### src/rtl/puct_ram.sv
`default_nettype none
module puct_ram #(
   parameter int WIDTH = 8,
   parameter int DEPTH = 16
) (
   input  wire logic                     clock,
   input  wire logic                     wr_en,
   input  wire logic [$clog2(DEPTH)-1:0] wr_addr,
   input  wire logic [WIDTH-1:0]         wr_data,
   input  wire logic [$clog2(DEPTH)-1:0] rd_addr,
   output logic [WIDTH-1:0]              rd_data
);
   logic [WIDTH-1:0] mem [DEPTH];

   // single write port, registered read
   always_ff @(posedge clock) begin
      if (wr_en) begin
         mem[wr_addr] <= wr_data;
      end
      rd_data <= mem[rd_addr];
   end
endmodule
`default_nettype wire

### config.mk
export PLATFORM = sky130hd
export DESIGN_NAME = puct_ram
export DESIGN_NICKNAME = d
export VERILOG_FILES = /design/src/rtl/puct_ram.sv
export SDC_FILE = /design/constraint.sdc
export NUM_CORES = 1
export LEC_CHECK = 0
export BUFFER_PORTS_ARGS = -buffer_cell sky130_fd_sc_hd__buf_4
export CORE_UTILIZATION = 45
export CTS_BUF_LIST = sky130_fd_sc_hd__clkbuf_4
export DETAILED_ROUTE_END_ITERATION = 7
export HOLD_SLACK_MARGIN = 0.12
export MAX_ROUTING_LAYER = met4
export PLACE_DENSITY = 0.59
export SETUP_SLACK_MARGIN = 0.05
export SLEW_MARGIN = 25
export SYNTH_ARGS = -nofsm -noshare
export SYNTH_HDL_FRONTEND = slang
export SYNTH_SLANG_ARGS = --single-unit
### constraint.sdc
create_clock -name clock -period 3.4 [get_ports clock]
set_clock_uncertainty 0.05 [all_clocks]
set_input_delay 0.34 -clock clock [delete_from_list [all_inputs] [get_ports clock]]
set_output_delay 0.34 -clock clock [all_outputs]
set_load 0.01 [all_outputs]
======== Yosys cells after proc, flatten, opt, wreduce, memory -nomap -nowiden ========
Memory sizes are Yosys's and may differ from the RTL's. A register that Yosys moved wholly into a read port is not among the register bits.
Index checks and enable logic that the tools add are counted.
operators by class
  mux-type cells .......................... 2
operators with widths
  operator          number
  1-bit 2-to-1 mux  2
word-level totals
  flip-flop bits (word level) ............. 0
  logic and storage cells ................. 3
  input bits .............................. 18
  memory bits (writable) .................. 128
  memories ................................ 1
  output and inout bits ................... 8
memory list
  name  words  width  rd ports  clocked after memory_dff  write ports  RTL line  source
  mem   16     8      1         1                         1            13        logic [WIDTH-1:0] mem [DEPTH];

======== Logic depth before layout (Yosys ltp) ========
  depth in word-level cells ............... 2
  depth in mapped cells ................... 5

======== Worst setup path after synthesis ========
OpenSTA, ideal clock, no wires.
  path kind ............................... input to register
  from .................................... input wr_addr[2]
  to ...................................... memory mem[0][0] (enable)
  slack ................................... 1.517 ns
  buffers on the path ..................... 0
  data arrival time ....................... 1.450 ns
  required time ........................... 2.967 ns
  library setup time ...................... 0.383 ns
  cell stages on the path ................. 2
  cell sequence ........................... or3b_2 > nor3_1
RTL lines
  item         RTL line  source
  from (decl)  8         input wire logic [$clog2(DEPTH)-1:0] wr_addr,
  to (decl)    13
Straight into the memory's write port.

======== Worst setup path after layout ========
  from .................................... input wr_addr[2]
  to ...................................... memory mem[0][7] (enable)
Straight into the memory's write port.

==> results.cfg <==
[cells_and_area]
most-common-layout-cells = edfxtp_1, buf_4, mux4_2, clkbuf_4, a22oi_1
final_core_util = 0.535
area_delta_synth_final_pct = 14.1
antennaDiodeCount = 0
nets = 293
layout.cells.most_common = edfxtp_1
stdcell_area_mm2 = 0.00588
drive_above_1_share = 0.274

[drt]
avgRoutedWirePerCell_um = 22.0
finalWirelength_um = 9430
drc = 0
first_iter_violations = 96
via_count = 2376
drt_first_pass_iters = 5
avgViaCountPerCell = 5.55
final_antenna_net_count = 0

[synthesis]
synth-seq-cells = 136
synthesis.instances = 229
synth.area.top_cells = edfxtp_1, mux4_2, mux4_1
mean_instance_size_in_the_synthesized_netlist_um2 = 22.5
synth_top_area_share = 0.747
yosys.cell_types.count = 19
postSynthNetCount = 247
syn_area_mm2 = 0.00515
ys_warn_count = 0
synth.yosys.seq_area_share = 0.778
netlist.top_cell.by_area = edfxtp_1

[die]
design.portCount = 26
floorplan.core_area_mm2 = 0.0110
dieHeight_um = 109
die-area_mm2 = 0.0119
rows = 38
floorplan.initialDensity = 0.469
die_w_um = 109

[setup_path]
cp_data_arrival_time_ns = 1.75
setup_slack_on_the_worst_flop_to_flop_path_ns = 1.95
critical_path.startpoint = wr_addr[2]
timing.critical_path.to_type = register
max_stage_delay_ns = 0.52
critPathRequiredTime_ns = 3.56
path_class = input port to register
timing.critical_path.from_type = input port
path_cells = buf_4 -> or3b_2 -> nor3_1 -> buf_4
crit_slowest_cell = or3b_2
crit_top_cell = buf_4
worst_r2r_path_depth = 3
crit_fanout = 5
rr_startpoint = mem[6][6]

[timing]
hold_viol = 0
slew_viol_final = 0
setup-tns-final_ns = 0
finalSetupViolations = 0
fin_crit_sh = 0.468
setup_repair_after_global_routing_missed_its_margin = no
max_slew_margin = 0.373
timing.fmax_mhz = 629
worst_slew_pin_slew_ns = 0.937
timing.final.crit_period_ns = 1.59

[place]
placed_cell_area_mm2 = 0.00545
hpwl_dp_um = 5830
weighted_congestion_at_the_end_of_routability_driven_global_placement = 0.779
place.port_buffers = 25

[global_routing]
grt_start_max_net_pins = 33
number_of_antenna_violations_at_the_first_check_in_global_routing = 0
overflow_left_after_global_routing = 0
track_usage = 0.184
first_global_vias = 2456
global_route_wire_length_before_repair_um = 14300

[clocking]
cts.hold.buffers_added = 8
clkLatencyLatePin_ns = 0.50
cts_setup_buffers = 0
clk_transition_reported_paths_ns = 0.11
cts_htree_levels = 4
cts-root-buf = clkbuf_4
clk_path_buf_depth = 2
numCtsBuffers = 17
number_of_sinks_handled_by_clock_tree_synthesis = 136
cts-resized-gates = 0
tritoncts_clock_tree = built

[worst_hold_path]
hold_crit_path_type = input port to register
timing.hold.worst.start = wr_addr[0]
hold-path-cell-count = 2

[pwr]
peakVddDrop_mv = 0.239
power_density_mw_per_mm2 = 558
power.leakage_uw = 0.00195

[outcome]
status = finished clean

[flow_run]
max-cap-violations = 0
-- metal layers --
| layer | global-route usage | share of wire | up-vias |
|---|---|---|---|
| met5 | - | 0 | - |
| met4 | 0.0705 | 0.011 | 0 |
| met3 | 0.0526 | 0.035 | 8 |
| met2 | 0.284 | 0.50 | 64 |
| met1 | 0.232 | 0.45 | 1230 |
| li1 | - | - | 1074 |
-- final cells by class --
| type | count | area, um2 |
|---|---|---|
| multi-input combinational | 83 | 1060 |
| tap | 140 | 175 |
| sequential | 136 | 4000 |
| clock inverter | 14 | 206 |
| clock buffer | 18 | 135 |
| fill | 877 | 5110 |
| timing repair buffer | 37 | 298 |
-- synthesized netlist by cell type --
cell / number
buf_4: 1
dfxtp_1: 8
nand3_1: 1
nor3_1: 4
buf_2: 3
nor2_1: 13
nand3b_1: 2
clkdlybuf4s25_2: 3
mux4_1: 14
edfxtp_1: 128
nand2b_1: 2
and2b_1: 1
mux4_2: 18
or3b_2: 1
buf_6: 3
nor2b_1: 1
nand2_1: 9
a22oi_1: 16
and2_1: 1
-- critical path, delay by kind of cell --
family | cells | cell delay, ns
simple gates | 2 | 1.04
buf+inv | 2 | 0.37
-- worst paths after layout --
kind	to
setup / recovery	mem[0][7]
hold / removal	mem[0][0]
setup reg to reg	rd_data[6]
hold reg to reg	rd_data[2]
-- state kept, by name, indices dropped and copies added, names as in the netlist --
signal   cells
mem        128
rd_data      8
-- logic make-up after synthesis --
group,count (synthesis),synth area share
buffers and inverters,10,0.0168
flip-flops,136,0.778
AO/OA/AOI/OAI,16,0.0233
multiplexers,32,0.150
AND/OR/NAND/NOR,35,0.0318
-- per-stage QoR --
| step | cells | total power (uW) | setup WS [ns] | hold slack [ns] |
|---|---|---|---|---|
| 6_report | 428 | 3280 | 1.81 | 0.220 |
| 5_1_grt | 428 | 3390 | 1.76 | 0.185 |
| 4_1_cts | 428 | 3310 | 1.87 | 0.162 |
| 3_5_place_dp | 388 | 2100 | 1.31 | 0.608 |
| 3_3_place_gp | 388 | 2100 | 1.33 | 0.605 |
| 2_1_floorplan | 229 | 2020 | 1.52 | 0.389 |
-- power breakdown --
group	internal, uW	switching (uW)
Clock	661	552
Combinational	84.7	101
Sequential	1870	8.96
(Power assumes the default switching activity.)
