File: src/rtl/puct_divider.sv
`default_nettype none
module puct_divider #(
   parameter int NUM_W = 16,
   parameter int DEN_W = 8
) (
   input  wire logic             clock,
   input  wire logic             reset,
   input  wire logic             start,
   input  wire logic [NUM_W-1:0] numerator,
   input  wire logic [DEN_W-1:0] denominator,
   output logic                  busy,
   output logic [NUM_W-1:0]      quotient
);
   localparam int CNT_W = $clog2(NUM_W + 1);

   logic             busy_ff, busy_in;
   logic [CNT_W-1:0] cnt_ff, cnt_in;
   logic [DEN_W-1:0] rem_ff, rem_in, den_ff, den_in;
   logic [NUM_W-1:0] quo_ff, quo_in;
   logic [DEN_W:0]   shifted;

   // one quotient bit per cycle, restoring
   always_comb begin
      busy_in = busy_ff;
      cnt_in  = cnt_ff;
      rem_in  = rem_ff;
      den_in  = den_ff;
      quo_in  = quo_ff;
      shifted = {rem_ff, quo_ff[NUM_W-1]};
      if (start) begin
         busy_in = 1'b1;
         cnt_in  = CNT_W'(NUM_W);
         rem_in  = '0;
         den_in  = denominator;
         quo_in  = numerator;
      end else if (busy_ff) begin
         if (shifted >= {1'b0, den_ff}) begin
            rem_in = DEN_W'(shifted - {1'b0, den_ff});
            quo_in = {quo_ff[NUM_W-2:0], 1'b1};
         end else begin
            rem_in = shifted[DEN_W-1:0];
            quo_in = {quo_ff[NUM_W-2:0], 1'b0};
         end
         cnt_in = cnt_ff - 1'b1;
         if (cnt_ff == CNT_W'(1)) begin
            busy_in = 1'b0;
         end
      end
   end

   always_ff @(posedge clock) begin
      if (reset) begin
         busy_ff <= 1'b0;
         cnt_ff  <= '0;
      end else begin
         busy_ff <= busy_in;
         cnt_ff  <= cnt_in;
      end
      rem_ff <= rem_in;
      den_ff <= den_in;
      quo_ff <= quo_in;
   end

   assign busy     = busy_ff;
   assign quotient = quo_ff;
endmodule
`default_nettype wire

File: config.mk
export PLATFORM = sky130hd
export DESIGN_NAME = puct_divider
export DESIGN_NICKNAME = d
export VERILOG_FILES = /design/src/rtl/puct_divider.sv
export SDC_FILE = /design/constraint.sdc
export NUM_CORES = 1
export LEC_CHECK = 0
export BUFFER_PORTS_ARGS = -buffer_cell sky130_fd_sc_hd__buf_2
export CORE_UTILIZATION = 45
export DETAILED_ROUTE_END_ITERATION = 8
export GPL_TIMING_DRIVEN = 0
export PLACE_DENSITY = 0.68
export SKIP_CTS_REPAIR_TIMING = 1
export SYNTH_ARGS = -nofsm -noshare
export SYNTH_HDL_FRONTEND = slang
export SYNTH_SLANG_ARGS = --single-unit
File: constraint.sdc
create_clock -name clock -period 5.19 [get_ports clock]
set_input_delay 0.2595 -clock clock [delete_from_list [all_inputs] [get_ports clock]]
set_output_delay 0.2595 -clock clock [all_outputs]
set_load 0.03 [all_outputs]
# Yosys cells after proc, flatten, opt, wreduce, memory -nomap -nowiden
# Index checks and enable logic that the tools add are counted.
# op_classes
n_addsub	2
order_cmp	1
n_eq_ne	1
mux	9
n_reduce_logical	2
# ops
cell	n
16-bit two-way mux	2
5-bit two-way mux	2
9-bit by 8-bit greater-or-equal comparator with 1-bit output	1
8-bit two-way mux	1
8-bit subtractor	1
5-bit by 1-bit == test with 1-bit output (second input constant)	1
5-bit by 1-bit subtractor with 5-bit output (second input constant)	1
1-bit two-way mux	4
2-bit nonzero test	1
2-bit OR reduction	1
# word_totals
register_bits	38
out_inout_bits	17
elab_cells	21

# Depth between registers and ports, before layout
# Gate-level depths: netlist (run 1).
# logic_depth
depth_word	4
mapped_depth	8
ltp_nobuf	8

# Worst setup path after synthesis (run 1)
# OpenSTA, ideal clock, no wires.
# synth_timing
path_kind	register -> register
startpoint	register quo_ff[15], in the netlist quotient[15]
endpoint	register rem_ff[6]
setup_time_ps	119
arrival_time_ps	1872
required_time_ps	5071
path_slack_ps	3198
path_stages_with_launch	9
n_path_buf	0
path_cell_list	edfxtp_1 > inv_1 > ha_1 > fa_1 > nor2b_1 > o211ai_1 > mux2i_1 > o2111a_1 > o31ai_2
# synth_between
elab_chain_len	2
# synth_lines
element	line	rtl
start, declared	19	logic [NUM_W-1:0] quo_ff, quo_in;
start signal, assigned	61	quo_ff <= quo_in;
8-bit subtractor or 9-bit by 8-bit greater-or-equal comparator with 1-bit output (tied branches)	38, 37	
8-bit two-way mux *	37	if (shifted >= {1'b0, den_ff}) begin
end signal, assigned	59	rem_ff <= rem_in;
end, declared	18	logic [DEN_W-1:0] rem_ff, rem_in, den_ff, den_in;
# Mark *: on every way between the ends. The rest lies on a longest branch, timed or not.
# A chain may end at the register's enable or synchronous reset.

# Worst setup path in the final report (run 1)
# layout_timing
startpoint	register den_ff[4]
endpoint	register quo_ff[0], in the netlist quotient[0] (data pin)
# layout_between
elab_chain_len	4
# layout_lines
element	line	rtl
start, declared	18	
start signal, assigned	60	den_ff <= den_in;
9-bit by 8-bit greater-or-equal comparator with 1-bit output	37	
1-bit two-way mux	37	
16-bit two-way mux	36	end else if (busy_ff) begin
16-bit two-way mux	30	if (start) begin
named net quo_in[0]	19	
# The timed path passes the listed nets, and every way through them passes these cells. The select of a mux whose other input is x is not followed.

==> flow_summary_export.csv, run 1 <==
group,metric,value,unit
outcome,outcome,"finished, final reports clean",
setup_path,worstPathRequired,5230,ps
global_routing,grt_usage,19.48,%
detailed_routing,drtIter0Drc,87,
place,io_buffers,43,
setup_path,cp-end-kind,"register",
global_routing,first_global_vias,1495,
floorplan,dieArea,0.004585,mm²
yosys,synth_nets,202,
setup_path,start_kind,"register",
setup_path,crit_chain,"inv_1 > ha_1 > a21o_1 > a221oi_2 > o21ai_2 > buf_6 > mux2_2",
cells_and_area,nNetsFinal,252,
sta,fmax,487.1,MHz
clocking,cts_buffers,5,
yosys,netlist_instances,164,
cells_and_area,final_common_cell,"buf_2",
setup_path,critical_path_peak_fanout,10,
detailed_routing,vias,1434,
sta,hold_viol,0,
place,gp_congestion,0.8339,
floorplan,core.rowCount,23,
sta,finalCritPeriodShare,39.56,%
sta,setup_tns,0,ps
cells_and_area,final_cell_mix,"buf_2, edfxtp_1, mux2_2",
clocking,cts.reportedPaths.clkPinSlew,80,ps
yosys,ys_seq_area_share,51.51,%
setup_path,crit_arrival,2090,ps
global_routing,antenna_found_initial,0,
detailed_routing,wire_per_inst,14.78,µm
sta,setup_viol,0,
power_and_ir_drop,p_leak,0.0009996,µW
clocking,h-tree-depth,2,
floorplan,initial_core_util,47.55,%
sta,rsz0062_at_grt,"false",
yosys,ys.flop_type,"edfxtp_1",
yosys,syn-cell-area,0.001943,mm²
yosys,synth_edf_count,24,
cells_and_area,antennaDiodeCount,0,
detailed_routing,wirelength,3.918,mm
sta,maxSlewViolCount,0,
global_routing,grt_max_degree,17,
yosys,syn_avg_cell_area,11.85,µm²
yosys,synth.distinct_cells,40,
clocking,clkLatencyLatePin,280,ps
clocking,clock_path_buffers,2,
yosys,yosysWarnings,0,
floorplan,die_w,67.71,µm
sta,clock_skew,8.128,ps
flow_run,maxCapViolCount,0,
clocking,cts.sinks,38,
place,place_area,0.002221,mm²
min_path,hold_class,"input port to register",
sta,slew_headroom,60.66,%
global_routing,grt_first_pass_wirelength,6.444,mm
floorplan,io_pins,44,
clocking,clockRootBuffer,"clkbuf_8",
yosys,ys_seq_elements,38,
power_and_ir_drop,powerDensity,322.8,mW/mm²
cells_and_area,drive_gt1_share,36.28,%
yosys,synth_async_sr_flop_share,0,%
global_routing,globalRouteOverflowTotal,0,
detailed_routing,drc,0,
power_and_ir_drop,ir_worst_vdd,0.1664,mV
setup_path,slowest_delay,370,ps
floorplan,core,0.004086,mm²
detailed_routing,final_antenna_net_count,0,
min_path,min_from,"denominator[2]",
setup_path,timing.rr.start,"den_ff[4]",
place,dpl.hpwl,2.944,mm
setup_path,critPathKind,"register to register",
yosys,yosysTopAreaCellShare,37.09,%
floorplan,die_h,67.71,µm
detailed_routing,dr.pass1.iters,4,
yosys,yosys-top-cells-area,"edfxtp_1, dfxtp_1, mux2_2, ha_1, inv_1",
cells_and_area,area_growth,20.03,%
setup_path,startpoint,"den_ff[4]",
sta,worstMarginPinSlew,589.4,ps
setup_path,cpMaxStageDelayCell,"edfxtp_1",
sta,post-route-min-period,2053,ps
yosys,yosysTopAreaCell,"edfxtp_1",
clocking,cts_tree,"built",
cells_and_area,stdcell_area,0.002332,mm²
detailed_routing,drt-vias-per-instance,5.411,
## kinds of logic (layout without fill, tap and decap cells)
group | count (synthesis) | count (layout) | synth area share (%)
flops | 38 | 38 | 51.51
mux | 22 | 22 | 12.62
fa+ha+maj | 11 | 11 | 7.469
buf+inv | 19 | 70 | 4.121
xor+xnor | 9 | 9 | 4.056
simple gates | 41 | 41 | 10.24
compound gates | 24 | 24 | 9.980
## final timing paths
check	end	slack [ps]	cells past startpoint
max	quotient[0]	3140	7
min	den_ff[2]	150	1
max reg2reg	quotient[0]	3140	7
min reg2reg	rem_ff[3]	500	2
## per-stage QoR
| stage | util [%] | instances | power, µW | worst slack [ps] | hold slack [ps] |
|---|---|---|---|---|---|
| floorplan | - | 164 | 474.8 | 3198 | 331.9 |
| global placement | 54.35 | 257 | 512.3 | 3166 | 435.5 |
| detailed placement | 54.35 | 257 | 518.3 | 3145 | 438.1 |
| CTS | 57.07 | 265 | 757.0 | 3155 | 140.9 |
| global route | 57.07 | 265 | 787.2 | 3068 | 140.3 |
| finish | 57.07 | 265 | 752.8 | 3137 | 146.7 |
## layout make-up
class | count | area (µm²)
Clock buffer | 8 | 111.4
Inverter | 14 | 52.55
Timing Repair Buffer | 43 | 215.2
Fill cell | 368 | 1754
Tap cell | 50 | 62.56
Buffer | 5 | 27.53
Multi-Input combinational cell | 107 | 862.1
Sequential cell | 38 | 1001
## worst max-delay path, delay by kind of cell (launching register included)
kind                       cells  cell delay (ps)
AOI/OAI and AO/OA              3              650
buffers and inverters          2              250
DFF                            1              370
adders and majority gates      1              290
muxes                          1              260
## metal layers
metal / wire length (µm) / vias to the layer above / track usage (%)
met3: 217 / 7 / 5.574
met4: 78 / 0 / 10.11
met1: 1686 / 692 / 22.19
met5: 0 / - / 0
li1: - / 690 / -
met2: 1936 / 45 / 32.80
## sequential cells by signal, indices dropped and copies added, names as in the netlist
register and cells:
quotient 16, rem_ff 8, cnt_ff 5, busy 1, den_ff 8
## cells in the mapped netlist, types with 3 or more instances
master	instances
a21o_1	3
dfxtp_1	14
edfxtp_1	24
ha_1	10
inv_1	14
mux2_2	16
mux2i_1	5
nand2_1	9
nand2b_1	3
nor2_1	13
nor2b_1	3
nor3_1	6
o21ai_0	4
or2_2	3
xnor2_1	4
xor2_1	5
## power by group
group / switching, µW / internal [µW] / total [µW] / leakage (µW)
clock: 103 / 137 / 240 / 0.0000566
combinational: 87.6 / 61.1 / 149 / 0.000589
sequential: 14.1 / 350 / 364 / 0.000354
(Power assumes the default switching activity.)
==> run 2, diff against run 1 <==
--- a/config.mk
+++ b/config.mk
@@ -9,7 +9,7 @@
 export CORE_UTILIZATION = 45
 export DETAILED_ROUTE_END_ITERATION = 8
 export GPL_TIMING_DRIVEN = 0
-export PLACE_DENSITY = 0.68
+export PLACE_DENSITY = 0.71
 export SKIP_CTS_REPAIR_TIMING = 1
 export SYNTH_ARGS = -nofsm -noshare
 export SYNTH_HDL_FRONTEND = slang
==> constraint.sdc (replaced) <==
create_clock -name clock -period 1.7 [get_ports clock]
set_input_delay 0.085 -clock clock [delete_from_list [all_inputs] [get_ports clock]]
set_output_delay 0.085 -clock clock [all_outputs]
set_load 0.03 [all_outputs]
==> flow_summary_export.csv, run 2 (synthesis results as in run 1) <==
group,metric,value,unit
floorplan,dieArea,0.004585,mm²
min_path,min_from,"reset",
setup_path,worstPathRequired,1750,ps
global_routing,globalRouteOverflowTotal,0,
min_path,hold_depth,2,
cells_and_area,area_growth,31.36,%
sta,worst_slack,-272.2,ps
clocking,cts.reportedPaths.clkPinSlew,70,ps
power_and_ir_drop,powerDensity,985.7,mW/mm²
global_routing,grt_usage,18.61,%
clocking,cts_tree,"built",
sta,clock_skew,6.654,ps
detailed_routing,final_antenna_net_count,0,
cells_and_area,fin_util,62.46,%
detailed_routing,vias,1445,
floorplan,die_w,67.71,µm
flow_run,maxCapViolCount,0,
sta,finalCritPeriodShare,116.0,%
setup_path,critPathKind,"register to register",
floorplan,die_h,67.71,µm
min_path,hold_class,"input port to register",
setup_path,r2r_end,"quotient[0]",
detailed_routing,wirelength,3.999,mm
cells_and_area,antennaDiodeCount,0,
cells_and_area,nNetsFinal,264,
sta,setup_viol,9,
detailed_routing,wire_per_inst,14.44,µm
detailed_routing,met1_length,1.691,mm
cells_and_area,final_cell_mix,"buf_2, edfxtp_1, mux2_2",
sta,maxSlewViolCount,0,
setup_path,critical_path_peak_fanout,5,
sta,worstMarginPinSlew,623.6,ps
global_routing,antenna_found_initial,0,
detailed_routing,drt-vias-per-instance,5.217,
sta,slew_headroom,58.38,%
place,gp_congestion,0.8593,
clocking,clkLatencyLatePin,290,ps
power_and_ir_drop,ir_worst_vdd,0.7446,mV
setup_path,rr_worst_depth,6,
setup_path,timing.rr.start,"rem_ff[5]",
cells_and_area,largest_reg_flops,16,
floorplan,core,0.004086,mm²
detailed_routing,highest_layer,"met4",
place,io_buffers,43,
clocking,clockRootBuffer,"clkbuf_8",
global_routing,grt_first_pass_wirelength,6.072,mm
sta,post-route-min-period,1972,ps
setup_path,start_kind,"register",
outcome,failed_checks,"negative setup slack",
detailed_routing,drtIter0Drc,90,
global_routing,grt_max_degree,17,
place,place_area,0.002248,mm²
cells_and_area,drive_gt1_share,40.97,%
clocking,cts_buffers,5,
detailed_routing,dr.pass1.iters,4,
cells_and_area,stdcell_area,0.002552,mm²
setup_path,crit_arrival,2020,ps
setup_path,cp-end-kind,"register",
cells_and_area,final_common_cell,"buf_2",
floorplan,io_pins,44,
min_path,hold_end,"busy",
detailed_routing,wl_met3,214,µm
outcome,outcome,"finished with violations",
place,dpl.hpwl,2.780,mm
clocking,cts.sinks,38,
floorplan,initial_core_util,47.55,%
sta,fmax,507.1,MHz
clocking,h-tree-depth,2,
floorplan,core.rowCount,23,
global_routing,first_global_vias,1334,
detailed_routing,wl_met2,2.013,mm
sta,hold_viol,0,
power_and_ir_drop,p_leak,0.001057,µW
sta,rsz0062_at_grt,"true",
setup_path,worst-r2r-setup-slack,-270,ps
detailed_routing,drc,0,
clocking,clock_path_buffers,2,
[run 2: cell types whose count changed in the layout (fill, tap and decap cells not counted), moves of 2 or more]
cell / change
inv_1: -3
o21ai_1: +2
buf_4: +3
inv_2: +3
ha_1: -5
dlygate4sd3_1: +8
ha_4: +5
bufinv_16: +2
o21ai_0: -2
[run 2: per-stage QoR]
step | hold WS [ps] | std cells | setup WS [ps] | TNS (ps) | power [µW]
5_1_grt | 35.91 | 277 | -332.8 | -2527 | 2617
6_report | 32.83 | 277 | -272.2 | -1683 | 2516
3_3_place_gp | 262.1 | 257 | -292.1 | -5206 | 1585
3_5_place_dp | 263.3 | 257 | -315.8 | -6248 | 1595
4_1_cts | -42.49 | 265 | -333.7 | -2089 | 2488
2_1_floorplan | 157.4 | 164 | -153.3 | -491.9 | 1461
[run 2: critical path, stage by stage, from the launching register on]
cell and delay, ps:
dfxtp_1 440, ha_4 250, a21o_1 190, a221oi_4 320
o21ai_4 120, buf_6 150, mux2_2 250
[run 2: cell type report]
class | instances | area (µm²)
fill | 331 | 1534
sequential | 38 | 1001
multi-input combinational | 107 | 953.4
timing repair buffer | 55 | 322.8
clock buffer | 5 | 68.82
clock inverter | 3 | 63.81
tap | 50 | 62.56
inverter | 14 | 52.55
buffer | 5 | 27.53
[run 2: report_power, final]
part / total (µW) / internal [µW] / switching, µW
logic: 510 / 225 / 285
clock network: 894 / 580 / 314
registers: 1110 / 1070 / 43.9
total: 2520 / 1870 / 643
[run 2: per-layer routing]
layer / up-vias / GRT usage (%)
met5: - / 0
met4: 0 / 8.511
met3: 8 / 5.912
met2: 40 / 28.96
met1: 679 / 23.33
li1: 718 / -
[run 2: worst max path at each step]
stage                 startpoint     endpoint  slack, ps
floorplan           quotient[15]  quotient[0]       -150
global placement       rem_ff[5]  quotient[0]       -290
detailed placement     den_ff[5]  quotient[0]       -320
CTS                    den_ff[5]  quotient[0]       -330
global route           rem_ff[5]  quotient[0]       -330
finish                 rem_ff[5]  quotient[0]       -270
==> run 3, diff against run 2 <==
--- a/config.mk
+++ b/config.mk
@@ -9,8 +9,11 @@
 export CORE_UTILIZATION = 45
 export DETAILED_ROUTE_END_ITERATION = 8
 export GPL_TIMING_DRIVEN = 0
+export HOLD_SLACK_MARGIN = 0.03
+export MAX_ROUTING_LAYER = met4
 export PLACE_DENSITY = 0.71
 export SKIP_CTS_REPAIR_TIMING = 1
 export SYNTH_ARGS = -nofsm -noshare
 export SYNTH_HDL_FRONTEND = slang
 export SYNTH_SLANG_ARGS = --single-unit
+export TNS_END_PERCENT = 5
==> flow_summary_export.csv, run 3 (synthesis results as in run 1) <==
group,metric,value,unit
clocking,cts.reportedPaths.clkPinSlew,70,ps
cells_and_area,stdcell_area,0.002490,mm²
place,io_buffers,43,
global_routing,globalRouteOverflowTotal,0,
clocking,cts_buffers,5,
sta,worstMarginPinSlew,638.2,ps
place,gp_congestion,0.8999,
min_path,min_from,"reset",
power_and_ir_drop,powerDensity,893.4,mW/mm²
outcome,failed_checks,"negative setup slack",
sta,slew_headroom,57.40,%
global_routing,first_global_vias,1327,
place,place_area,0.002248,mm²
global_routing,antenna_found_initial,0,
detailed_routing,drt-vias-per-instance,5.208,
sta,setup_viol,9,
floorplan,initial_core_util,47.55,%
sta,maxSlewViolCount,0,
sta,worst_slack,-279.2,ps
power_and_ir_drop,ir_worst_vdd,0.5602,mV
detailed_routing,wire_per_inst,13.86,µm
clocking,cts.sinks,38,
detailed_routing,wirelength,3.799,mm
sta,hold_viol,0,
floorplan,die_h,67.71,µm
sta,clock_skew,4.880,ps
flow_run,maxCapViolCount,0,
detailed_routing,vias,1427,
sta,fmax,505.3,MHz
power_and_ir_drop,p_leak,0.001025,µW
setup_path,worst-r2r-setup-slack,-280,ps
clocking,clockRootBuffer,"clkbuf_8",
global_routing,grt_max_degree,17,
clocking,h-tree-depth,2,
detailed_routing,dr.pass1.iters,4,
cells_and_area,drive_gt1_share,39.73,%
min_path,hold_end,"cnt_ff[4]",
sta,rsz0062_at_grt,"true",
cells_and_area,final_common_cell,"buf_2",
clocking,clock_path_buffers,2,
sta,post-route-min-period,1979,ps
global_routing,grt_first_pass_wirelength,5.802,mm
place,dpl.hpwl,2.650,mm
detailed_routing,drtIter0Drc,72,
setup_path,crit_arrival,2020,ps
cells_and_area,area_growth,28.14,%
outcome,outcome,"finished with violations",
setup_path,critPathKind,"register to register",
setup_path,timing.rr.start,"den_ff[6]",
floorplan,core,0.004086,mm²
cells_and_area,nNetsFinal,262,
setup_path,r2r_end,"quotient[0]",
clocking,clkLatencyLatePin,290,ps
min_path,hold_depth,2,
cells_and_area,final_cell_mix,"buf_2, edfxtp_1, mux2_2",
setup_path,critical_path_peak_fanout,5,
detailed_routing,final_antenna_net_count,0,
place,dp_slack,-293.0,ps
floorplan,core.rowCount,23,
setup_path,worstPathRequired,1740,ps
sta,finalCritPeriodShare,116.4,%
min_path,hold_class,"input port to register",
floorplan,dieArea,0.004585,mm²
clocking,cts_tree,"built",
setup_path,rr_worst_depth,7,
setup_path,start_kind,"register",
floorplan,die_w,67.71,µm
detailed_routing,drc,0,
cells_and_area,fin_util,60.93,%
sta,setup_tns,-1632,ps
global_routing,grt_usage,18.18,%
sta,timing.hold.ws,43.46,ps
cells_and_area,largest_reg_flops,16,
floorplan,io_pins,44,
cells_and_area,antennaDiodeCount,0,
setup_path,cp-end-kind,"register",
==> run 3: changes by cell type in the layout (fill, tap and decap cells not counted), sizes merged <==
cell,delta
bufinv,-2
clkbuf,+2
buf,-2
clkinv,-1
==> run 3: critical path: stages, from the launching register on <==
cell and delay [ps]:
edfxtp_1 380, inv_2 80, ha_4 210, a21o_1 220, a221oi_4 320, o21ai_4 120
buf_6 150, mux2_2 250
==> run 3: report_power, final <==
group / internal (µW) / switching [µW] / total (µW)
registers: 1070 / 43.5 / 1110
logic: 219 / 279 / 498
clock network: 322 / 293 / 615
total: 1610 / 616 / 2220
==> run 3: worst max-delay path by stage <==
stage,slack [ps],end,cells after the start,from
4_1_cts,-300,quotient[0],7,den_ff[6]
3_3_place_gp,-300,quotient[0],6,rem_ff[5]
5_1_grt,-330,quotient[0],7,den_ff[6]
2_1_floorplan,-150,quotient[0],7,quotient[15]
6_report,-280,quotient[0],7,den_ff[6]
3_5_place_dp,-290,quotient[0],7,den_ff[6]
==> run 3: area by class of cell <==
cell class              count  area [µm²]
fillers                   352        1597
flip-flops and latches     38        1002
multi-input cells         107       950.9
repair buffers             53       307.8
clock buffers               7       86.33
well taps                  50       62.56
inverters                  14       52.55
plain buffers               5       27.53
==> run 3: through the flow <==
stage,std cells,total power [µW]
floorplan,164,1460
global placement,257,1583
detailed placement,257,1589
CTS,264,2214
global route,274,2325
finish,274,2225
==> run 3: routing by layer <==
layer / vias up / wire length (µm) / GRT usage (%)
met4: 0 / 84 / 9.043
met1: 657 / 1752 / 22.19
li1: 709 / - / -
met5: - / 0 / -
met2: 51 / 1787 / 27.72
met3: 10 / 173 / 4.561
